`src/scd_pkg.sv`:
```
// shared types, constants and weight table for strip charge deposition
package scd_pkg;

  // default configuration of the strip store
  localparam int STRIP_COUNT_DEF = 512;
  localparam int STRIP_PITCH_DEF = 50;

  // field widths
  localparam int CMD_W      = 2;
  localparam int POS_W      = 16;
  localparam int CHARGE_W   = 4;
  localparam int RIDX_W     = 9;
  localparam int EPU_W      = 24;
  localparam int MAXPOS_W   = 15;
  localparam int SUM_W      = 40;
  localparam int CFG_IDX_W  = 2;
  localparam int CFG_DATA_W = 24;

  // command codes
  localparam logic [CMD_W-1:0] CMD_DEPOSIT = 2'd0;
  localparam logic [CMD_W-1:0] CMD_READ    = 2'd1;
  localparam logic [CMD_W-1:0] CMD_CLEAR   = 2'd2;

  // register indexes
  localparam logic [CFG_IDX_W-1:0] REG_ENERGY_PER_UNIT = 2'd0;
  localparam logic [CFG_IDX_W-1:0] REG_MAX_POSITION    = 2'd1;

  // register reset values
  localparam logic [EPU_W-1:0]    EPU_RESET    = 24'd65536;
  localparam logic [MAXPOS_W-1:0] MAXPOS_RESET = 15'd25600;

  // arithmetic widths
  localparam int MUL_AW   = 33;
  localparam int MUL_BW   = 32;
  localparam int MUL_PW   = MUL_AW + MUL_BW;
  localparam int ROOT_W   = 32;
  localparam int SQ_OP_W  = 2 * ROOT_W;
  localparam int LEN_W    = 32;
  localparam int E_W      = 49;
  localparam int W_W      = 17;
  localparam int DVS_W    = 16;
  localparam int NEIGH    = 11;
  localparam int HALF     = 5;

  localparam logic [SUM_W-1:0] SUM_MAX = {SUM_W{1'b1}};

  // sharing weights in Q1.16, centre strip at index five
  function automatic logic [W_W-1:0] share_weight(input logic [3:0] k);
    logic [W_W-1:0] w;
    case (k)
      4'd0, 4'd10: w = 17'd2294;
      4'd1, 4'd9:  w = 17'd2949;
      4'd2, 4'd8:  w = 17'd6226;
      4'd3, 4'd7:  w = 17'd7537;
      4'd4, 4'd6:  w = 17'd24904;
      4'd5:        w = 17'd65536;
      default:     w = 17'd0;
    endcase
    return w;
  endfunction

endpackage

```
`src/scd_mul.sv`:
```
// shared multiplier with registered product
module scd_mul import scd_pkg::*; (
  input  logic              clk_i,
  input  logic [MUL_AW-1:0] a_i,
  input  logic [MUL_BW-1:0] b_i,
  output logic [MUL_PW-1:0] p_o
);

  logic [MUL_PW-1:0] p_q;

  // product is registered and lands in the cycle after the operands
  always_ff @(posedge clk_i) begin
    p_q <= MUL_PW'(a_i) * MUL_PW'(b_i);
  end

  assign p_o = p_q;

endmodule

```
`config.mk`:
```
export PLATFORM = sky130hd
export DESIGN_NAME = scd_mul
export DESIGN_NICKNAME = d
export VERILOG_FILES = /design/src/scd_pkg.sv /design/src/scd_mul.sv
export SDC_FILE = /design/constraint.sdc
export NUM_CORES = 2
export LEC_CHECK = 0
export BUFFER_PORTS_ARGS = -buffer_cell sky130_fd_sc_hd__buf_2
export CAP_MARGIN = 20
export CORE_ASPECT_RATIO = 0.8
export CORE_MARGIN = 10
export CORE_UTILIZATION = 35
export DETAILED_ROUTE_END_ITERATION = 10
export PLACE_DENSITY_LB_ADDON = 0.3
export SYNTH_ARGS = -nofsm -noshare
export SYNTH_HDL_FRONTEND = slang
export SYNTH_SLANG_ARGS = --single-unit
```
`constraint.sdc`:
```
create_clock -name clk_i -period 7.71 [get_ports clk_i]
set_input_delay 1.542 -clock clk_i [delete_from_list [all_inputs] [get_ports clk_i]]
set_output_delay 1.542 -clock clk_i [all_outputs]
set_load 0.05 [all_outputs]
```
After elaboration in Yosys (flattened, before gate mapping) --
Cells that the tools add are included.
Storage, ports and cells: flip-flop bits (word level) 65, word-level logic and storage cells 2, bits of input ports 66
Operators by class: $mul 1
Operator list (count):
- $mul A33 B32 Y65 | 1

Depth between registers and ports, before layout --
word-level depth 1, mapped depth 27, gate-level depth less buffers 25

Worst setup path before layout --
No wires, ideal clock.
path kind input-to-reg, start in a_i[28], end reg p_q[61], in the netlist p_o[61], stages 26, buffers on the path 2, path slack -0.478 ns, arrival time 8.050 ns, cells stage by stage clkbuf_1 nand2_1 fa_1 inv_1 fa_1 fa_1 inv_1 fa_1 inv_1 fa_1 fa_1 fa_1 inv_1 fa_1 inv_1 ha_1 clkbuf_1 and4_1 nand2b_1 a2bb2oi_1 o21ai_0 a211oi_2 o31ai_4 a41o_1 nor4b_1 a311oi_1
Between the ends: cells in the longest elaborated chain, start to end 1
RTL lines:
- start: declaration | RTL line scd_mul.sv:4 | input logic [MUL_AW-1:0] a_i,
- $mul A33 B32 Y65 | RTL line scd_mul.sv:13 | p_q <= MUL_PW'(a_i) * MUL_PW'(b_i);
- end signal: assignment | RTL line scd_mul.sv:13
- end: declaration | RTL line scd_mul.sv:9 | logic [MUL_PW-1:0] p_q;
No other way between the ends.

Final worst setup path --
start in a_i[13], end reg p_q[54], in the netlist p_o[54]
Same word-level chain as after synthesis.

==> impl_metrics.toml <==
[outcome]
outcome = "complete, but fails checks"
failed_checks = "setup timing"

[yosys]
top_cell_type_s_share_of_synthesized_area = 0.521
main_synth_ff_type = "sky130_fd_sc_hd__dfxtp_1"
sequential_fraction_of_the_synthesis_area = 0.0366
yosysUniqueCellTypes = 67
netlist_top_cells_area = "sky130_fd_sc_hd__fa_1 52%, sky130_fd_sc_hd__inv_1 9.8%, sky130_fd_sc_hd__ha_1 9.3%"
area_share_of_fa_ha_maj_cells_after_synthesis = 0.614
yosys_warnings = 0
most_used_standard_cell_by_instance_count_after_synthesis = "sky130_fd_sc_hd__inv_1"
synth_cells = 3929
syn-cell-area_um2 = 35600
postSynthRegisterBits = 65
synth_area_per_cell_um2 = 9.05
simple_gate_share_of_the_synthesized_area = 0.172
synth_xor_area_frac = 0.0138
synth.largest_area_cell = "sky130_fd_sc_hd__fa_1"
synth_commonest_cells = "930 x sky130_fd_sc_hd__inv_1, 926 x sky130_fd_sc_hd__fa_1, 632 x sky130_fd_sc_hd__nand2_1"
syn-num-nets = 5185
synthArstFlopShare = 0
synth-compound-area-share = 0.0417
main_combinational_cell_family_by_area_after_synthesis = "adder cells"
synth-edff-count = 0
synth_mux_area_frac = 0.000317

[global_routing]
grt_use_total = 0.197
grt_pass1_wl_um = 176000
initial_antenna_violation_count = 3
grt_remaining_overflow = 0
number_of_global_route_vias_before_repair = 29300
grt_max_degree = 24

[detailed_routing]
drt_first_pass_iters = 5
routed_vias_inst = 4.73
route.antenna.remaining_nets = 0
routed_wire_length_per_instance_um = 19.3
drcViolationCount = 0
detailedRoute.firstIterationViolations = 1890
num_vias = 27000
drt_wl_total_um = 110000

[timing]
finalSetupTns_ns = -5.78
finalHoldViolCount = 0
worst-slew-pin-transition_ns = 0.690
slew-limit-headroom = 0.535
clock.fmax_mhz = 124
setup_ws_ns = -0.340
finalCritPeriodShare = 1.04
final_max_slew_viol_count = 0
period_minus_slack_ns = 8.05
rsz_0062_raised_after_global_routing = "true"
setup-violations-final = 33

[floorplan]
io_pins = 131
std_cell_rows = 104
die_area_um2 = 115000
core-area_um2 = 101000
height_of_the_chip_um = 305
start_util = 0.353
die_span_x_um = 376

[final_layout]
nNetsFinal = 5623
utilization = 0.436
area_delta_synth_final_pct = 23.5
post_route_cells_drive_above_1_share = 0.218
multi_input_comb_area_um2 = 31400
number_of_flip_flops_under_the_largest_register_name = 65
post_layout_nonfiller_instances = 5697
final-seq-area_um2 = 1300
fill_cells = 9861
diodes_inserted = 0

[critical_path]
critical_path_launch_point_type = "primary input"
critical-path-max-stage-delay_ns = 0.57
path_common_cell = "sky130_fd_sc_hd__fa_1"
cp_num_buf_inv = 7
worstSetupStartpoint = "a_i[13]"
critPathSlowestCell = "sky130_fd_sc_hd__fa_1"
crit_fanout = 5
worst-endpoint-arrival_ns = 8.30
kind_of_end_point_of_the_critical_path = "flop"
cp_top_family = "adder cells"
path_cells = "buf_12 -> buf_12 -> and2_4 -> fa_1 -> inv_1 -> fa_1 -> fa_2 -> fa_1 -> fa_1 -> inv_1 -> fa_1 -> fa_1 -> inv_1 -> fa_1 -> inv_2 -> ha_4 -> inv_4 -> o21bai_1 -> a21o_1 -> a221oi_4 -> a31oi_4 -> o311a_4 -> nor4bb_1 -> a311oi_1"
required_ns = 7.96
critPathKind = "in -> reg"

[min_path]
min-delay-path-class = "in -> reg"
min_from = "a_i[1]"

[cts]
tritoncts = "done"
cts.root.buffer_cell = "sky130_fd_sc_hd__clkbuf_16"
cts.sinks = 65
cts-buffers-inserted = 9
cts-hold-fix-buffers = 0
cts.clk_slew.worst_paths_ns = 0.06
htree_num_levels = 3
cts-root-to-sink-buffers = 2

[placement]
pre_cts_slack_ns = -1.36
placement.io_buffers = 130
dp_hpwl_um = 95900
place_inst = 5623
place_congestion = 0.902

[run]
timing.max_cap.violations = 0
-- final cells by class --
class / count / area share
inverters: 930 / 0.0796
clock buffers: 11 / 0.00553
clock inverters: 5 / 0.00125
repair buffers: 644 / 0.132
well taps: 1325 / 0.0378
multi-input cells: 2717 / 0.715
flip-flops and latches: 65 / 0.0296
-- layer usage --
| layer | vias up | global-route usage | routed length (um) |
|---|---|---|---|
| met5 | - | 0 | 34 |
| met4 | 6 | 0.0258 | 1370 |
| met3 | 65 | 0.0600 | 10600 |
| met2 | 821 | 0.272 | 43900 |
| met1 | 13800 | 0.304 | 53900 |
| li1 | 12200 | - | - |
-- tightest hold or removal path, cell delays in order --
cell and delay [ns]:
sky130_fd_sc_hd__buf_4 0.23, sky130_fd_sc_hd__and2_1 0.17, sky130_fd_sc_hd__ha_1 0.12
-- cell families (layout without fill, tap and decap cells) --
group / Yosys count / in the layout
AOI/OAI and AO/OA: 224 / 224
adders and majority gates: 1190 / 1190
and+or+nand+nor: 1246 / 1246
muxes: 1 / 1
xor gates and xnor gates: 56 / 56
DFF: 65 / 65
buffers and inverters: 1147 / 1590
-- metrics by stage --
| step | hold slack [ns] | cell area (um^2) |
|---|---|---|
| finish | 1.71 | 43900 |
| global route | 1.72 | 43900 |
| floorplan | 1.67 | 36200 |
| global placement | 2.01 | 41200 |
| CTS | 1.68 | 43200 |
| detailed placement | 2.01 | 41200 |
-- cell usage in the layout, fill, tap and decap left out, drive strengths merged, types with 3 or more instances in the layout --
cell type,count
a221o,3
xor2,23
a21o,27
a31oi,8
clkinvlp,3
inv,929
fa,926
bufbuf,5
nor3,12
clkbuf,12
o21bai,18
a311oi,4
nor4b,3
o211ai,4
nand2b,4
or3,3
nand4,13
a21oi,81
ha,264
a21boi,3
and3,9
nor2,37
o31ai,6
a211oi,8
dfxtp,65
buf,638
o21a,3
nor4,4
nor2b,6
nand2,632
nand3,20
o21ai,38
xnor2,33
a211o,3
and2,492
-- worst paths after layout --
path,to,slack (ns),cells past startpoint
max,p_o[54]$_DFF_P_,-0.34,24
min,p_o[1]$_DFF_P_,1.71,3
-- repair_timing --
action	CTS	global route
pin swaps	140	75
buffers inserted	27	31
resized for setup	336	125
setup endpoints to repair	45	41
cloned	8	0
Power is not shown: default switching activity piles up to over one toggle a cycle in this logic, so the estimate is an artifact.
