[src/scd_pkg.sv]
// shared types, constants and weight table for strip charge deposition
package scd_pkg;

  // default configuration of the strip store
  localparam int STRIP_COUNT_DEF = 512;
  localparam int STRIP_PITCH_DEF = 50;

  // field widths
  localparam int CMD_W      = 2;
  localparam int POS_W      = 16;
  localparam int CHARGE_W   = 4;
  localparam int RIDX_W     = 9;
  localparam int EPU_W      = 24;
  localparam int MAXPOS_W   = 15;
  localparam int SUM_W      = 40;
  localparam int CFG_IDX_W  = 2;
  localparam int CFG_DATA_W = 24;

  // command codes
  localparam logic [CMD_W-1:0] CMD_DEPOSIT = 2'd0;
  localparam logic [CMD_W-1:0] CMD_READ    = 2'd1;
  localparam logic [CMD_W-1:0] CMD_CLEAR   = 2'd2;

  // register indexes
  localparam logic [CFG_IDX_W-1:0] REG_ENERGY_PER_UNIT = 2'd0;
  localparam logic [CFG_IDX_W-1:0] REG_MAX_POSITION    = 2'd1;

  // register reset values
  localparam logic [EPU_W-1:0]    EPU_RESET    = 24'd65536;
  localparam logic [MAXPOS_W-1:0] MAXPOS_RESET = 15'd25600;

  // arithmetic widths
  localparam int MUL_AW   = 33;
  localparam int MUL_BW   = 32;
  localparam int MUL_PW   = MUL_AW + MUL_BW;
  localparam int ROOT_W   = 32;
  localparam int SQ_OP_W  = 2 * ROOT_W;
  localparam int LEN_W    = 32;
  localparam int E_W      = 49;
  localparam int W_W      = 17;
  localparam int DVS_W    = 16;
  localparam int NEIGH    = 11;
  localparam int HALF     = 5;

  localparam logic [SUM_W-1:0] SUM_MAX = {SUM_W{1'b1}};

  // sharing weights in Q1.16, centre strip at index five
  function automatic logic [W_W-1:0] share_weight(input logic [3:0] k);
    logic [W_W-1:0] w;
    case (k)
      4'd0, 4'd10: w = 17'd2294;
      4'd1, 4'd9:  w = 17'd2949;
      4'd2, 4'd8:  w = 17'd6226;
      4'd3, 4'd7:  w = 17'd7537;
      4'd4, 4'd6:  w = 17'd24904;
      4'd5:        w = 17'd65536;
      default:     w = 17'd0;
    endcase
    return w;
  endfunction

endpackage

[src/scd_div.sv]
// restoring divider, one quotient bit per cycle
module scd_div import scd_pkg::*; #(
  parameter int DW = 43
) (
  input  logic             clk_i,
  input  logic             rst_ni,
  input  logic             start_i,
  input  logic [DW-1:0]    dividend_i,
  input  logic [DVS_W-1:0] divisor_i,
  output logic             busy_o,
  output logic [DW-1:0]    quot_o
);

  localparam int CNT_W = $clog2(DW);

  logic             busy_q, busy_d;
  logic [CNT_W-1:0] cnt_q, cnt_d;
  logic [DW-1:0]    quot_q, quot_d;
  logic [DVS_W-1:0] rem_q, rem_d;
  logic [DVS_W-1:0] dvs_q, dvs_d;
  logic [DVS_W:0]   r;

  // shift in one dividend bit, trial subtract
  always_comb begin
    r      = {rem_q, quot_q[DW-1]};
    busy_d = busy_q;
    cnt_d  = cnt_q;
    quot_d = quot_q;
    rem_d  = rem_q;
    dvs_d  = dvs_q;
    if (start_i) begin
      busy_d = 1'b1;
      cnt_d  = '0;
      quot_d = dividend_i;
      rem_d  = '0;
      dvs_d  = divisor_i;
    end else if (busy_q) begin
      if (r >= {1'b0, dvs_q}) begin
        rem_d  = DVS_W'(r - {1'b0, dvs_q});
        quot_d = {quot_q[DW-2:0], 1'b1};
      end else begin
        rem_d  = r[DVS_W-1:0];
        quot_d = {quot_q[DW-2:0], 1'b0};
      end
      cnt_d = cnt_q + 1'b1;
      if (cnt_q == CNT_W'(DW - 1)) begin
        busy_d = 1'b0;
      end
    end
  end

  // control state
  always_ff @(posedge clk_i or negedge rst_ni) begin
    if (!rst_ni) begin
      busy_q <= 1'b0;
      cnt_q  <= '0;
    end else begin
      busy_q <= busy_d;
      cnt_q  <= cnt_d;
    end
  end

  // datapath
  always_ff @(posedge clk_i) begin
    quot_q <= quot_d;
    rem_q  <= rem_d;
    dvs_q  <= dvs_d;
  end

  assign busy_o = busy_q;
  assign quot_o = quot_q;

endmodule

[config.mk]
export PLATFORM = sky130hd
export DESIGN_NAME = scd_div
export DESIGN_NICKNAME = d
export VERILOG_FILES = /design/src/scd_pkg.sv /design/src/scd_div.sv
export SDC_FILE = /design/constraint.sdc
export NUM_CORES = 1
export LEC_CHECK = 0
export BUFFER_PORTS_ARGS = -buffer_cell sky130_fd_sc_hd__buf_4
export CAP_MARGIN = 40
export CORE_MARGIN = 1.5
export CORE_UTILIZATION = 57
export CTS_CLUSTER_DIAMETER = 80
export DETAILED_ROUTE_END_ITERATION = 10
export PLACE_DENSITY_LB_ADDON = 0.05
export REMOVE_ABC_BUFFERS = 1
export SYNTH_ARGS = -nofsm -noshare
export SYNTH_HDL_FRONTEND = slang
export SYNTH_SLANG_ARGS = --single-unit
[constraint.sdc]
create_clock -name clk_i -period 4.7 [get_ports clk_i]
set_clock_uncertainty 0.15 [all_clocks]
set_input_delay 0.94 -clock clk_i [delete_from_list [all_inputs] [get_ports clk_i]]
set_output_delay 0.94 -clock clk_i [all_outputs]
set_load 0.01 [all_outputs]
-- Yosys cells after proc, flatten, opt, wreduce, memory -nomap -nowiden
Cells that the tools add are included.
- bits in registers: 82
- bits of input ports: 62
- output and inout port bits: 44
- logic and storage cells: 19
- add/sub/neg operators: 2
- magnitude comparators: 1
- equality and inequality tests: 1
- multiplexer cells: 9
- reduce and logical (&&, ||, !) cells: 1
- operators with widths (cell ; count):
    $mux 43 ; 2
    $ge 17x16->1 ; 1
    $mux 16 ; 1
    $sub 16x16->16 ; 1
    $mux 6 ; 2
    $add 6x1->6 const B ; 1
    $eq 6x6->1 const B ; 1
    $mux 1 ; 4
    $reduce_bool 2->1 ; 1

-- Depth between registers and ports, before layout
- depth after elaboration: 4
- gate-level depth with buffers: 11

-- Worst setup path after synthesis
Ideal clock, no wire load.
- path type: input to register
- from: input start_i
- to: register quot_q[0] (netlist: quot_o[0]) (enable)
- arrival: 2141 ps
- data required time: 4153 ps
- slack: 2011 ps
- cell stages on the path: 3
- path buffers: 1
- cells stage by stage: clkbuf_1 nor2_1 inv_1
- longest elaborated chain between the ends: 1
- ends and longest elaborated chain (item ; RTL line ; RTL):
    start: declaration ; scd_div.sv:7 ; input logic start_i,
    $reduce_bool 2->1 (no source line) ; - ;
    end signal: assignment ; scd_div.sv:65 ; quot_q <= quot_d;
    end: declaration ; scd_div.sv:18 ; logic [DW-1:0] quot_q, quot_d;
Every way passes these cells.
A chain may end at the register's enable or synchronous reset.

-- Worst setup path after layout
- from: register dvs_q[3]
- to: register rem_q[0]
- longest elaborated chain between the ends: 2
- ends and longest elaborated chain (item ; RTL line ; RTL):
    start: declaration ; scd_div.sv:20 ; logic [DVS_W-1:0] dvs_q, dvs_d;
    start signal: assignment ; scd_div.sv:67 ; dvs_q <= dvs_d;
    $ge 17x16->1 ; scd_div.sv:38 ; if (r >= {1'b0, dvs_q}) begin
    $mux 16 ; scd_div.sv:38 ;
    end signal: assignment ; scd_div.sv:66 ; rem_q <= rem_d;
    end: declaration ; scd_div.sv:19 ; logic [DVS_W-1:0] rem_q, rem_d;
Every way passes these cells.

==> reports/results.txt <==
outcome: completed
Final ANT Viol Nets: 0
CTS tree: done
Post-Place Cells: 536
cell taking the most area after synthesis: edfxtp_1
Rel. slew slack: 56.9%
die area: 0.00787 mm^2
Max FO, Critical Path: 12
setup tns final: 0 ns
global-route wire length before repair: 13,600 um
Root Driver: clkbuf_8
DRC: 0
Die X: 88.7 um
Critical Path Max Stage Delay: 0.46 ns
Nets: 529
vias in the first global route: 2,969
Reg2Reg Launch Point: dvs_q[3]
FMAX: 326 MHz
Critical Path AT: 3.17 ns
initial cell density of the core: 58.3%
Hold/Removal Path Class: primary input to asynchronous set/reset pin
Total Wirelength: 8430 um
period utilisation layout: 65.2%
Worst-Skew Late Latency: 0.35 ns
Syn Area/Cell: 12.3 um^2
core area: 0.00718 mm^2
Synthesis Warnings: 0
IR drop worst, VDD: 201 uV
Max Cap Viol: 0
Post CTS Setup Buffer Count: 0
Post-CTS Resized: 0
flops & latches, synth: 82
Final Max Tran Viols: 0
Finished Layout Cells: 552
RSZ-0062 raised after global routing: no
layout cell share with drive strength beyond 1: 38.2%
Worst-path clk slew: 0.09 ns
Die H: 88.7 um
endpoints failing hold: 0
Clock Sink Count: 82
post-layout min period: 3.07 ns
initial antenna violation count: 0
number of enable flip-flop cells after synthesis: 59
Slew @ Worst Pin: 0.645 ns
I/O Buffers: 105
reg2reg setup slack: 1.63 ns
TritonCTS Buffers: 9
H-tree Lvls: 3
I/O pins: 106
PwrDens: 428 mW/mm^2
number of diodes: 0
CP endpoint kind: register
First-pass DRT Iterations: 4
sequence of cells on the critical path: inv_1 > ha_1 > o211ai_1 > a21o_1 > a211oi_2 > o21ai_2 > o211ai_2 > buf_4 > mux2_2 > a211oi_1
top cell type's share of synthesized area: 42.3%
post-DR wirelength/cell: 15.3 um
cell area after synthesis: 0.00419 mm^2
Yosys cell types: 48
Startpoint Class: register
P&R area growth vs syn: 25.0%
post-synthesis sequential area ratio: 54.2%
initial drt markers: 127
vias post-DR: 2,991
cts hold-fix bufs: 0
slowest stage cell, crit path: o211ai_2
GR Util All Layers: 22.8%
Post-Syn Instances: 340
Setup-failing EPs final: 0
FF-to-FF path depth: 10
Clock Path Buffers: 2
ys flop type: edfxtp_1
DP HPWL: 6090 um
leakage: 2.21 nW
RR Endpoint: rem_q[0]
Req. time, crit path: 4.81 ns
Rows: 31
Synth async-reset ratio: 8.54%
largest net degree at the start of global routing: 44
Congestion Overflow GR: 0
Placer Congestion: 0.899
Synth area leaders: edfxtp_1, mux2_2, dfxtp_1, ha_1, dfrtp_1
critical path class: register to register
vias per cell: 5.42
[power breakdown]
| group | total, W | switching [W] | internal, W |
|---|---|---|---|
| Combinational | 0.000822 | 0.000412 | 0.000410 |
| Sequential | 0.000965 | 0.0000721 | 0.000892 |
| Clock | 0.000453 | 0.000248 | 0.000205 |
| Total | 0.00224 | 0.000733 | 0.00151 |
[cells in the mapped netlist (2+ instances only)]
cell / number
clkbuf_1: 8
ha_1: 18
a21o_1: 4
nor3_1: 3
nand2_1: 17
nand4_1: 5
and2_1: 2
xor2_1: 5
o22ai_1: 2
mux2_2: 45
dfrtp_1: 7
edfxtp_1: 59
inv_1: 21
a211o_1: 2
nor2_1: 26
or3_1: 2
xnor2_1: 11
a211oi_1: 13
mux2i_1: 12
dfxtp_1: 16
nand2b_1: 6
a21oi_1: 12
a21boi_0: 2
o211ai_1: 2
o31ai_1: 2
o21ai_0: 15
buf_1: 2
[cell usage in the layout (no fill, tap or decap), types with 2 or more instances in the layout]
| master | count |
|---|---|
| a211o_1 | 2 |
| a211oi_1 | 13 |
| a21boi_0 | 2 |
| a21o_1 | 4 |
| a21oi_1 | 12 |
| and2_1 | 2 |
| buf_4 | 109 |
| clkbuf_8 | 10 |
| clkinv_1 | 2 |
| clkinv_2 | 2 |
| dfrtp_1 | 7 |
| dfxtp_1 | 16 |
| edfxtp_1 | 59 |
| ha_1 | 18 |
| inv_1 | 20 |
| mux2_2 | 45 |
| mux2i_1 | 12 |
| nand2_1 | 17 |
| nand2b_1 | 6 |
| nand4_1 | 5 |
| nor2_1 | 26 |
| nor3_1 | 3 |
| o211ai_1 | 2 |
| o21ai_0 | 15 |
| o22ai_1 | 2 |
| o31ai_1 | 2 |
| or3_1 | 2 |
| xnor2_1 | 11 |
| xor2_1 | 5 |
[critical path, delay by kind of cell (launching register included)]
family                   cells  cell delay [ns]
buffers and inverters        2             0.36
adder cells (fa/ha/maj)      1             0.37
multiplexers                 1             0.36
flip-flops                   1             0.33
AO/OA/AOI/OAI                6             1.40
[cell type report]
| class | instances | area (um^2) |
|---|---|---|
| clock buffers | 11 | 141 |
| fillers | 535 | 1940 |
| clock inverters | 5 | 30.0 |
| multi-input cells | 225 | 1770 |
| flip-flops and latches | 82 | 2270 |
| repair buffers | 109 | 818 |
| well taps | 99 | 124 |
| inverters | 21 | 78.8 |
[per-stage QoR]
stage | util, % | hold slack (ns) | power, W | cell area (um^2) | worst slack [ns]
6_report | 72.9 | 0.240 | 0.00224 | 5230 | 1.63
3_5_place_dp | 70.5 | 0.329 | 0.00180 | 5060 | 1.67
4_1_cts | 72.9 | 0.229 | 0.00226 | 5230 | 1.63
2_1_floorplan | - | 0.290 | 0.00155 | 4120 | 1.88
5_1_grt | 72.9 | 0.222 | 0.00239 | 5230 | 1.40
3_3_place_gp | 70.5 | 0.319 | 0.00178 | 5060 | 1.77
[worst max path at each step]
stage                     endpoint  slack [ns]  depth (start not counted)        from
final                     rem_q[0]        1.63                         10    dvs_q[3]
after global routing      rem_q[0]        1.40                         10    dvs_q[3]
after CTS                 rem_q[0]        1.63                         10    dvs_q[3]
after detailed placement  rem_q[0]        1.67                         10    dvs_q[3]
after global placement    rem_q[0]        1.77                         10    dvs_q[3]
after floorplan           rem_q[0]        1.88                          9  quot_o[42]
[state kept, by name, summed over array words and instances, names as in the netlist]
register and flops:
dvs_q 16, cnt_q 6, quot_o 43, rem_q 16, busy_o 1
[kinds of logic after synthesis]
kind of cell | Yosys count | synth area share, %
flip-flops | 82 | 54.2
AND/OR/NAND/NOR | 69 | 7.86
AO/OA/AOI/OAI | 64 | 10.3
multiplexers | 57 | 15.0
buffers and inverters | 33 | 3.53
adder cells (fa/ha/maj) | 19 | 5.86
XOR/XNOR | 16 | 3.35
[routing by layer]
layer	vias to the layer above	share of wire [%]	GRT usage, %	wire length, um
met5	-	0	0	0
met4	0	1.5	7.67	127
met3	16	6.5	8.40	546
met2	82	48	36.4	4080
met1	1421	44	28.9	3680
li1	1472	-	-	-
No activity file was read; power rests on OpenSTA's default activity.
