**config.mk**
```make
export PLATFORM = sky130hd
export DESIGN_NAME = scd_sqrt
export DESIGN_NICKNAME = d
export VERILOG_FILES = /design/src/scd_pkg.sv /design/src/scd_sqrt.sv
export SDC_FILE = /design/constraint.sdc
export NUM_CORES = 1
export LEC_CHECK = 0
export BUFFER_PORTS_ARGS = -buffer_cell sky130_fd_sc_hd__clkbuf_2
export CAP_MARGIN = 20
export CELL_PAD_IN_SITES_DETAIL_PLACEMENT = 1
export CELL_PAD_IN_SITES_GLOBAL_PLACEMENT = 2
export CORE_UTILIZATION = 38
export CTS_CLUSTER_DIAMETER = 200
export CTS_CLUSTER_SIZE = 40
export DETAILED_ROUTE_END_ITERATION = 8
export PLACE_DENSITY_LB_ADDON = 0.12
export SYNTH_ARGS = -nofsm -noshare
export SYNTH_HDL_FRONTEND = slang
export SYNTH_SLANG_ARGS = --single-unit
```
**constraint.sdc**
```tcl
create_clock -name clk_i -period 3.4 [get_ports clk_i]
set_input_delay 0.51 -clock clk_i [delete_from_list [all_inputs] [get_ports clk_i]]
set_output_delay 0.51 -clock clk_i [all_outputs]
set_load 0.01 [all_outputs]
```
**src/scd_pkg.sv**
```systemverilog
// shared types, constants and weight table for strip charge deposition
package scd_pkg;

  // default configuration of the strip store
  localparam int STRIP_COUNT_DEF = 512;
  localparam int STRIP_PITCH_DEF = 50;

  // field widths
  localparam int CMD_W      = 2;
  localparam int POS_W      = 16;
  localparam int CHARGE_W   = 4;
  localparam int RIDX_W     = 9;
  localparam int EPU_W      = 24;
  localparam int MAXPOS_W   = 15;
  localparam int SUM_W      = 40;
  localparam int CFG_IDX_W  = 2;
  localparam int CFG_DATA_W = 24;

  // command codes
  localparam logic [CMD_W-1:0] CMD_DEPOSIT = 2'd0;
  localparam logic [CMD_W-1:0] CMD_READ    = 2'd1;
  localparam logic [CMD_W-1:0] CMD_CLEAR   = 2'd2;

  // register indexes
  localparam logic [CFG_IDX_W-1:0] REG_ENERGY_PER_UNIT = 2'd0;
  localparam logic [CFG_IDX_W-1:0] REG_MAX_POSITION    = 2'd1;

  // register reset values
  localparam logic [EPU_W-1:0]    EPU_RESET    = 24'd65536;
  localparam logic [MAXPOS_W-1:0] MAXPOS_RESET = 15'd25600;

  // arithmetic widths
  localparam int MUL_AW   = 33;
  localparam int MUL_BW   = 32;
  localparam int MUL_PW   = MUL_AW + MUL_BW;
  localparam int ROOT_W   = 32;
  localparam int SQ_OP_W  = 2 * ROOT_W;
  localparam int LEN_W    = 32;
  localparam int E_W      = 49;
  localparam int W_W      = 17;
  localparam int DVS_W    = 16;
  localparam int NEIGH    = 11;
  localparam int HALF     = 5;

  localparam logic [SUM_W-1:0] SUM_MAX = {SUM_W{1'b1}};

  // sharing weights in Q1.16, centre strip at index five
  function automatic logic [W_W-1:0] share_weight(input logic [3:0] k);
    logic [W_W-1:0] w;
    case (k)
      4'd0, 4'd10: w = 17'd2294;
      4'd1, 4'd9:  w = 17'd2949;
      4'd2, 4'd8:  w = 17'd6226;
      4'd3, 4'd7:  w = 17'd7537;
      4'd4, 4'd6:  w = 17'd24904;
      4'd5:        w = 17'd65536;
      default:     w = 17'd0;
    endcase
    return w;
  endfunction

endpackage

```
**src/scd_sqrt.sv**
```systemverilog
// bit-pair integer square root, one result bit per cycle
module scd_sqrt import scd_pkg::*; (
  input  logic               clk_i,
  input  logic               rst_ni,
  input  logic               start_i,
  input  logic [SQ_OP_W-1:0] operand_i,
  output logic               busy_o,
  output logic [ROOT_W-1:0]  root_o
);

  localparam int CNT_W = $clog2(ROOT_W);
  localparam int REM_W = ROOT_W + 3;

  logic               busy_q, busy_d;
  logic [CNT_W-1:0]   cnt_q, cnt_d;
  logic [SQ_OP_W-1:0] op_q, op_d;
  logic [REM_W-1:0]   rem_q, rem_d;
  logic [ROOT_W-1:0]  root_q, root_d;
  logic [REM_W-1:0]   r;
  logic [REM_W-1:0]   trial;

  // one digit step
  always_comb begin
    r      = {rem_q[REM_W-3:0], op_q[SQ_OP_W-1 -: 2]};
    trial  = REM_W'({root_q, 2'b01});
    busy_d = busy_q;
    cnt_d  = cnt_q;
    op_d   = op_q;
    rem_d  = rem_q;
    root_d = root_q;
    if (start_i) begin
      busy_d = 1'b1;
      cnt_d  = '0;
      op_d   = operand_i;
      rem_d  = '0;
      root_d = '0;
    end else if (busy_q) begin
      op_d = {op_q[SQ_OP_W-3:0], 2'b00};
      if (r >= trial) begin
        rem_d  = r - trial;
        root_d = {root_q[ROOT_W-2:0], 1'b1};
      end else begin
        rem_d  = r;
        root_d = {root_q[ROOT_W-2:0], 1'b0};
      end
      cnt_d = cnt_q + 1'b1;
      if (cnt_q == CNT_W'(ROOT_W - 1)) begin
        busy_d = 1'b0;
      end
    end
  end

  // control state
  always_ff @(posedge clk_i or negedge rst_ni) begin
    if (!rst_ni) begin
      busy_q <= 1'b0;
      cnt_q  <= '0;
    end else begin
      busy_q <= busy_d;
      cnt_q  <= cnt_d;
    end
  end

  // datapath
  always_ff @(posedge clk_i) begin
    op_q   <= op_d;
    rem_q  <= rem_d;
    root_q <= root_d;
  end

  assign busy_o = busy_q;
  assign root_o = root_q;

endmodule

```
Yosys cells after proc, flatten, opt, wreduce, memory -nomap -nowiden
Cells that the tools add are included.

word-level totals
  bits in registers = 135
  logic and storage cells = 19
  input bits = 67
  output and inout port bits = 33

operators by class
  equal/unequal tests = 1
  mux-type cells = 9
  magnitude comparators = 1
  add/subtract/negate cells = 2
  reduce and logical (&&, ||, !) cells = 1

operators by type and width
  operator                                                        count
  64-bit 2-to-1 mux                                               2
  35-bit by 34-bit >= comparator with 1-bit output                1
  33-bit 2-to-1 mux                                               1
  33-bit subtractor                                               1
  5-bit 2-to-1 mux                                                2
  5-bit by 1-bit adder with 5-bit output (second input constant)  1
  5-bit == test (second input constant)                           1
  1-bit 2-to-1 mux                                                4
  2-bit nonzero test                                              1

Longest topological paths before layout
Gate-level depths: netlist of run 1.

  depth after elaboration = 4
  gate-level depth with buffers = 13
  depth with buffers taken out = 10

Worst setup path after synthesis of run 1
Ideal clock, no wire load.

  path type = flip-flop to flip-flop
  start = register root_q[18] (netlist: root_o[18])
  end = register rem_q[20]
  buffers on the path = 2
  period minus slack after synthesis = 2.868 ns
  required time = 3.321 ns
  library setup time = 0.079 ns
  stages on the path, launching flop included = 13
  data arrival time = 2.788 ns
  slack = 0.532 ns
  cells stage by stage = dfxtp_1 inv_1 ha_1 a21o_1 a2111oi_2 o41ai_1 a311o_1 a21oi_2 o211ai_1 buf_6 buf_6 o21a_1 a211oi_2

between the ends
  longest elaborated chain between the ends = 2
  elaborated cells between the ends (all ways) = 3
  classes of those cells = 1 x add/sub; 1 x order compare; 1 x mux

RTL lines
  what                                                                                          line                            RTL
  start: declaration                                                                            scd_sqrt.sv:18                  logic [ROOT_W-1:0] root_q, root_d;
  start signal: assignment                                                                      scd_sqrt.sv:68                  root_q <= root_d;
  33-bit subtractor / 35-bit by 34-bit >= comparator with 1-bit output (equally long branches)  scd_sqrt.sv:40, scd_sqrt.sv:39
  33-bit 2-to-1 mux *                                                                           scd_sqrt.sv:39                  if (r >= trial) begin
  end signal: assignment                                                                        scd_sqrt.sv:67                  rem_q <= rem_d;
  end: declaration                                                                              scd_sqrt.sv:17                  logic [REM_W-1:0] rem_q, rem_d;

Mark *: on every way between the ends. The rest lies on a longest branch, timed or not.
A chain may end at the register's enable or synchronous reset.

Final worst setup path of run 1
  start = register root_q[20] (netlist: root_o[20])
  end = register rem_q[14]

between the ends
  longest elaborated chain between the ends = 2

RTL lines
  what                                              line
  35-bit by 34-bit >= comparator with 1-bit output  scd_sqrt.sv:39
  33-bit 2-to-1 mux                                 scd_sqrt.sv:39

No other way between the ends.

==> metrics.csv, run 1 <==
metric,value,unit
TNS Setup,0,ns
Syn. warnings,0,
Startpoint Class,flip-flop,
status,"finished, final reports clean",
gr usage total,18.94,%
Placeable Area,0.01946,mm²
worst min-delay path startpoint,operand_i[1],
Setup crit end,rem_q[14]$_SDFFE_PP0P_,
Final setup viols,0,
Critical Path Sink Type,flip-flop,
largest area contributor in the netlist,edfxtp_1,
Max Clk Rate,315.6,MHz
fillers,2153,
Mean Syn Cell Area,10.43,µm²
most frequent cell after synthesis,nor2_1,
largest net degree at the start of global routing,138,
worst-case reg-to-reg path depth,11,
worst reg-to-reg setup slack,0.23,ns
"Seq/Total Area, Yosys",44.59,%
Site Rows,51,
post-synthesis cell type count,60,
clk_lat worst skew,0.42,ns
TritonRoute pass-1 iters,4,
vias per cell,5.235,
setup bufs post-CTS,0,
vias in the first global route,5965,
crit path launch,root_o[20]$_SDFFE_PP0P_,
Leakage,4.008,nW
die footprint,0.02048,mm²
reg-to-reg endpoint,rem_q[14]$_SDFFE_PP0P_,
Yosys top cell area share,25.41,%
Post-synth EDFFs,64,
"Core Util, Final",46.09,%
synth-to-layout area growth,18.59,%
Wirelength per Cell,16.60,µm
Final Hold Viols,0,
CP Data Arrival Time,3.49,ns
initial antenna violation count,0,
CTS sink cnt,135,
ANT nets after route,0,
Mapped Area,0.007565,mm²
crit path buf inv count,2,
Residual DRC,0,
clk_skew,0.009834,ns
via count,5748,
CTS tree,done,
register area,0.003377,mm²
Syn Nets,828,
RR Startpoint,root_o[20]$_SDFFE_PP0P_,
DR iter-0 viols,146,
Crit path max-delay family,compound AO/OA/AOI/OAI gates,
Hold WC Path Type,input port to flip-flop,
clk root buf,clkbuf_16,
Detailed Place HPWL,12890,µm
actual slew at the worst max-slew pin,0.7174,ns
Total Wirelength,18220,µm
Mapped Cells,725,
WP data required,3.72,ns
Die Height,143.1,µm
share of layout cells above drive strength 1,25.81,%
starting density of the core,38.87,%
ANT cells,0,
WS Path Type,flip-flop to flip-flop,
"slowest stage delay, CP",0.40,ns
Final GP Congestion,0.8446,
CTS Buffer Depth,2,
fin. max-slew vios,0,
WP depth,11,
Post-synth ARST share,4.444,%
TritonCTS Buffers,17,
Multi-input gate area,0.003862,mm²
Final Critical Period,3.169,ns
"Cell Chain, Critical Path",inv_1 -> ha_1 -> a21o_1 -> a2111oi_2 -> o41ai_1 -> a311o_1 -> a21oi_2 -> o211ai_1 -> buf_12 -> mux2i_1 -> a211oi_1,
slowest cell on the critical path,dfxtp_1,
Yosys reg bits,135,
NumNets Final,923,
synth cell count leaders,"nor2_1 (81), dfxtp_1 (65), edfxtp_1 (64)",
final cycle utilization of the critical path,93.20,%
Pwr Density,849.3,mW/mm²
IO Count,100,
unrepaired setup endpoints after global routing,false,
Max-slew headroom,52.10,%
first-pass GRT wire length,30020,µm
clk slew on worst S/H paths,0.07,ns
total grt overflow,0,
H-tree Lvls,4,
max-cap check violation count,0,
crit path max fanout,37,
port buffer count,99,
Main synth FF type,dfxtp_1,
die width,143.1,µm
top post-synthesis cells by area,"edfxtp_1 (25%), dfxtp_1 (17%), mux2_2 (9.2%)",
VDD IR max,397.6,µV
logic make-up (layout without fill, tap and decap cells):
group           after synthesis  after routing  synth area share [%]
flops                       135            135                 44.59
mux                         120            120                 16.90
fa+ha+maj                    36             36                 5.954
xor+xnor                     26             26                 3.010
buf+inv                      81            189                 4.433
simple gates                179            179                 11.07
compound gates              148            148                 14.04
cells in the final DEF (no fill, tap or decap), drive strengths merged, types with 4 or more instances in the layout:
cell type and count:
edfxtp 64, ha 36, xnor2 13, nand2 24
nor3 8, nor2b 6, buf 14, mux2i 58
a211oi 29, dfrtp 6, o31a 4, nand3 18
a21o 23, a21oi 26, inv 53, o21ai 18
xor2 13, and2 9, nor2 81, clkbuf 115
o21a 5, dfxtp 65, or3 4, nand2b 5
and3 7, nand4 7, mux2 62
cell type report:
| type | count | share of cell area, % |
|---|---|---|
| Clock buffer | 17 | 4.742 |
| Multi-Input combinational cell | 509 | 43.05 |
| Inverter | 44 | 1.841 |
| Tap cell | 265 | 3.696 |
| Timing Repair Buffer | 113 | 7.029 |
| Sequential cell | 135 | 37.64 |
| Clock inverter | 15 | 1.994 |
flip-flops by register name (all words and copies together), names as in the netlist:
register,flops
root_o,32
busy_o,1
rem_q,33
cnt_q,5
op_q,64
through the flow:
step           power [mW]  instances  worst slack (ns)  hold slack, ns  instance area, µm²
2_1_floorplan       4.842        725            0.5324          0.2144                7565
3_3_place_gp        5.638       1065            0.3356          0.3380                8351
3_5_place_dp        5.718       1065            0.2021          0.3460                8351
4_1_cts             7.697       1098            0.1665          0.3532                8965
5_1_grt             8.142       1098           0.02751          0.3576                8971
6_report            7.619       1098            0.2311          0.3671                8971
per-layer routing:
metal / wire length [µm] / part of all wire [%] / global-route usage (%) / vias to the layer above
met3: 886 / 4.9 / 5.567 / 15
met2: 8915 / 49 / 32.22 / 91
met1: 8194 / 45 / 22.69 / 2803
met5: 0 / 0 / 0 / -
li1: - / - / - / 2839
met4: 227 / 1.2 / 6.452 / 0
power breakdown:
group | internal [mW] | switching [mW] | leakage, nW | total [mW]
Clock | 1.11 | 0.801 | 0.297 | 1.91
Sequential | 1.95 | 0.159 | 1.29 | 2.11
Combinational | 1.63 | 1.96 | 2.42 | 3.59
what timing repair did:
action                     in CTS  in global routing
hold buffers                    1                  0
gates resized for setup         0                  1
hold endpoints to repair        6                  0
setup endpoints to repair       0                  1
worst min-delay path by stage:
stage                                 end  slack, ns  cells past startpoint
floorplan                busy_o$_DFF_PN0_       0.21                      0
global placement     cnt_q[4]$_DFFE_PN0P_       0.34                      1
detailed placement       busy_o$_DFF_PN0_       0.35                      1
CTS                 op_q[1]$_SDFFCE_PN0P_       0.35                      2
global route        op_q[1]$_SDFFCE_PN0P_       0.36                      2
finish              op_q[1]$_SDFFCE_PN0P_       0.37                      2
Power figures use the tool's default switching activity.
==> run 2, diff against run 1 <==
--- a/config.mk
+++ b/config.mk
@@ -9,7 +9,7 @@
 export CAP_MARGIN = 20
 export CELL_PAD_IN_SITES_DETAIL_PLACEMENT = 1
 export CELL_PAD_IN_SITES_GLOBAL_PLACEMENT = 2
-export CORE_UTILIZATION = 38
+export CORE_UTILIZATION = 35
 export CTS_CLUSTER_DIAMETER = 200
 export CTS_CLUSTER_SIZE = 40
 export DETAILED_ROUTE_END_ITERATION = 8
==> run 2 against run 1 <==
Net effect: clock skew increased by 0.0040 ns; setup slack got worse by 0.089 ns; flip-flop and latch count unchanged; cell area increased by 0.24%; via count increased by 0.16%; utilization decreased by 3.5 points; combinational power increased by 3%; power increased by 0.56%; critical path type unchanged; critical endpoint is now rem_q[29]$_SDFFE_PP0P_; largest cell class unchanged.
==> metrics.csv, run 2 (synthesized netlist as in run 1, its figures left out) <==
metric,value,unit,change
Hold WC Path Type,input port to flip-flop,,unchanged
Final setup viols,0,,unchanged
Critical Path Sink Type,flip-flop,,unchanged
CP Data Arrival Time,3.61,ns,was 3.49 ns
slowest cell on the critical path,a311o_1,,was dfxtp_1
Final Hold Viols,0,,unchanged
TritonCTS Buffers,17,,unchanged
clk root buf,clkbuf_16,,unchanged
register area,0.003377,mm²,unchanged
clk_lat worst skew,0.43,ns,was 0.42 ns
RR Startpoint,root_o[18]$_SDFFE_PP0P_,,was root_o[20]$_SDFFE_PP0P_
setup bufs post-CTS,0,,unchanged
Site Rows,53,,was 51
share of layout cells above drive strength 1,25.63,%,was 25.81%
crit path max fanout,37,,unchanged
Multi-input gate area,0.003886,mm²,was 0.003862 mm²
max-cap check violation count,0,,unchanged
IO Count,100,,unchanged
largest net degree at the start of global routing,138,,unchanged
"slowest stage delay, CP",0.43,ns,was 0.40 ns
Pwr Density,852.0,mW/mm²,was 849.3 mW/mm²
WS Path Type,flip-flop to flip-flop,,unchanged
fillers,2341,,was 2153
Final Critical Period,3.258,ns,was 3.169 ns
Detailed Place HPWL,13200,µm,was 12890 µm
DR iter-0 viols,170,,was 146
Crit path max-delay family,compound AO/OA/AOI/OAI gates,,unchanged
vias per cell,5.205,,was 5.235
total grt overflow,0,,unchanged
vias in the first global route,6065,,was 5965
gr usage total,17.63,%,was 18.94%
status,"finished, final reports clean",,unchanged
ANT nets after route,0,,unchanged
TNS Setup,0,ns,unchanged
Residual DRC,0,,unchanged
"most common cell after layout, fill and taps aside",clkbuf_2,,unchanged
VDD IR max,521.4,µV,was 397.6 µV
starting density of the core,35.87,%,was 38.87%
"Cell Chain, Critical Path",inv_1 -> ha_1 -> a21o_1 -> a2111oi_4 -> o41ai_2 -> a311o_1 -> a21oi_4 -> o211ai_1 -> bufbuf_16 -> or3_1 -> o211ai_1,,was inv_1 -> ha_1 -> a21o_1 -> a2111oi_2 -> o41ai_1 -> a311o_1 -> a21oi_2 -> o211ai_1 -> buf_12 -> mux2i_1 -> a211oi_1
Largest register FFs,64,,unchanged
WP data required,3.75,ns,was 3.72 ns
worst-case reg-to-reg path depth,11,,unchanged
synth-to-layout area growth,18.87,%,was 18.59%
actual slew at the worst max-slew pin,0.8036,ns,was 0.7174 ns
die width,149.0,µm,was 143.1 µm
crit path buf inv count,2,,unchanged
CTS sink cnt,135,,unchanged
final cycle utilization of the critical path,95.82,%,was 93.20%
Final GP Congestion,0.8046,,was 0.8446
Leakage,4.008,nW,about the same
via count,5757,,was 5748
Total Wirelength,18640,µm,was 18220 µm
Die Height,149.0,µm,was 143.1 µm
Max Clk Rate,307.0,MHz,was 315.6 MHz
initial antenna violation count,0,,unchanged
Min Hold Slack,0.3621,ns,was 0.3671 ns
clk slew on worst S/H paths,0.07,ns,about the same
fin. max-slew vios,0,,unchanged
NumNets Final,921,,was 923
Startpoint Class,flip-flop,,unchanged
TritonRoute pass-1 iters,4,,unchanged
crit path launch,root_o[18]$_SDFFE_PP0P_,,was root_o[20]$_SDFFE_PP0P_
first-pass GRT wire length,30910,µm,was 30020 µm
Placeable Area,0.02109,mm²,was 0.01946 mm²
ANT cells,0,,unchanged
Pwr Total,7.662,mW,was 7.619 mW
die footprint,0.02221,mm²,was 0.02048 mm²
"Core Util, Final",42.64,%,was 46.09%
reg-to-reg endpoint,rem_q[29]$_SDFFE_PP0P_,,was rem_q[14]$_SDFFE_PP0P_
Max-slew headroom,46.43,%,was 52.10%
Setup crit end,rem_q[29]$_SDFFE_PP0P_,,was rem_q[14]$_SDFFE_PP0P_
worst reg-to-reg setup slack,0.14,ns,was 0.23 ns
CTS Buffer Depth,2,,unchanged
H-tree Lvls,4,,unchanged
Top reg by flops,op_q,,unchanged
port buffer count,99,,unchanged
Worst path most repeated cell,o211ai_1,,
WP depth,11,,unchanged
Wirelength per Cell,16.85,µm,was 16.60 µm
most frequent cells in the layout,"clkbuf_2 (98), nor2_1 (81), dfxtp_1 (65)",,unchanged
clk_skew,0.01379,ns,was 0.009834 ns
CTS tree,done,,unchanged
run 2: worst reg2reg max path, delay by kind of cell (launching register included):
kind            cells  cell delay (ns)
simple gates        1             0.39
compound gates      7             1.62
buf+inv             2             0.43
fa+ha+maj           1             0.39
flops               1             0.37
run 2: timing repair:
item | 4_1_cts | 5_1_grt
setup endpoints to repair | 0 | 9
hold buffers | 1 | 0
resized for setup | 0 | 6
hold endpoints to repair | 6 | 0
run 2: routing by layer:
metal / up-vias / part of all wire (%) / GRT usage [%]
met2: 96 / 48 / 29.28
li1: 2841 / - / -
met1: 2805 / 46 / 21.94
met5: - / 0 / 0
met3: 15 / 4.5 / 5.015
met4: 0 / 1.3 / 5.663
run 2: final cells by class:
type,instances,share of cell area [%]
multi-input cells,509,43.22
inverters,44,1.837
repair buffers,111,7.124
clock buffers,17,4.731
clock inverters,15,1.711
flip-flops and latches,135,37.55
well taps,275,3.826
run 2: worst min path at each step:
| stage | cells after the start | from | slack [ns] | end |
|---|---|---|---|---|
| finish | 2 | operand_i[0] | 0.36 | op_q[0]$_SDFFCE_PN0P_ |
| CTS | 2 | operand_i[0] | 0.35 | op_q[0]$_SDFFCE_PN0P_ |
| global placement | 1 | rst_ni | 0.34 | busy_o$_DFF_PN0_ |
| global route | 2 | operand_i[0] | 0.35 | op_q[0]$_SDFFCE_PN0P_ |
| floorplan | 0 | rst_ni | 0.21 | busy_o$_DFF_PN0_ |
| detailed placement | 1 | rst_ni | 0.35 | busy_o$_DFF_PN0_ |
run 2: power by group:
group	total, mW	switching, mW	internal (mW)
sequential	2.10	0.149	1.95
clock	1.86	0.818	1.04
combinational	3.70	2.02	1.69
run 2: metrics by stage:
step	instance area, µm²	setup slack, ns	std cells
4_1_cts	8950	0.1354	1106
5_1_grt	8992	-0.007145	1106
2_1_floorplan	7565	0.5324	725
3_3_place_gp	8361	0.3205	1073
3_5_place_dp	8361	0.1749	1073
6_report	8992	0.1422	1106
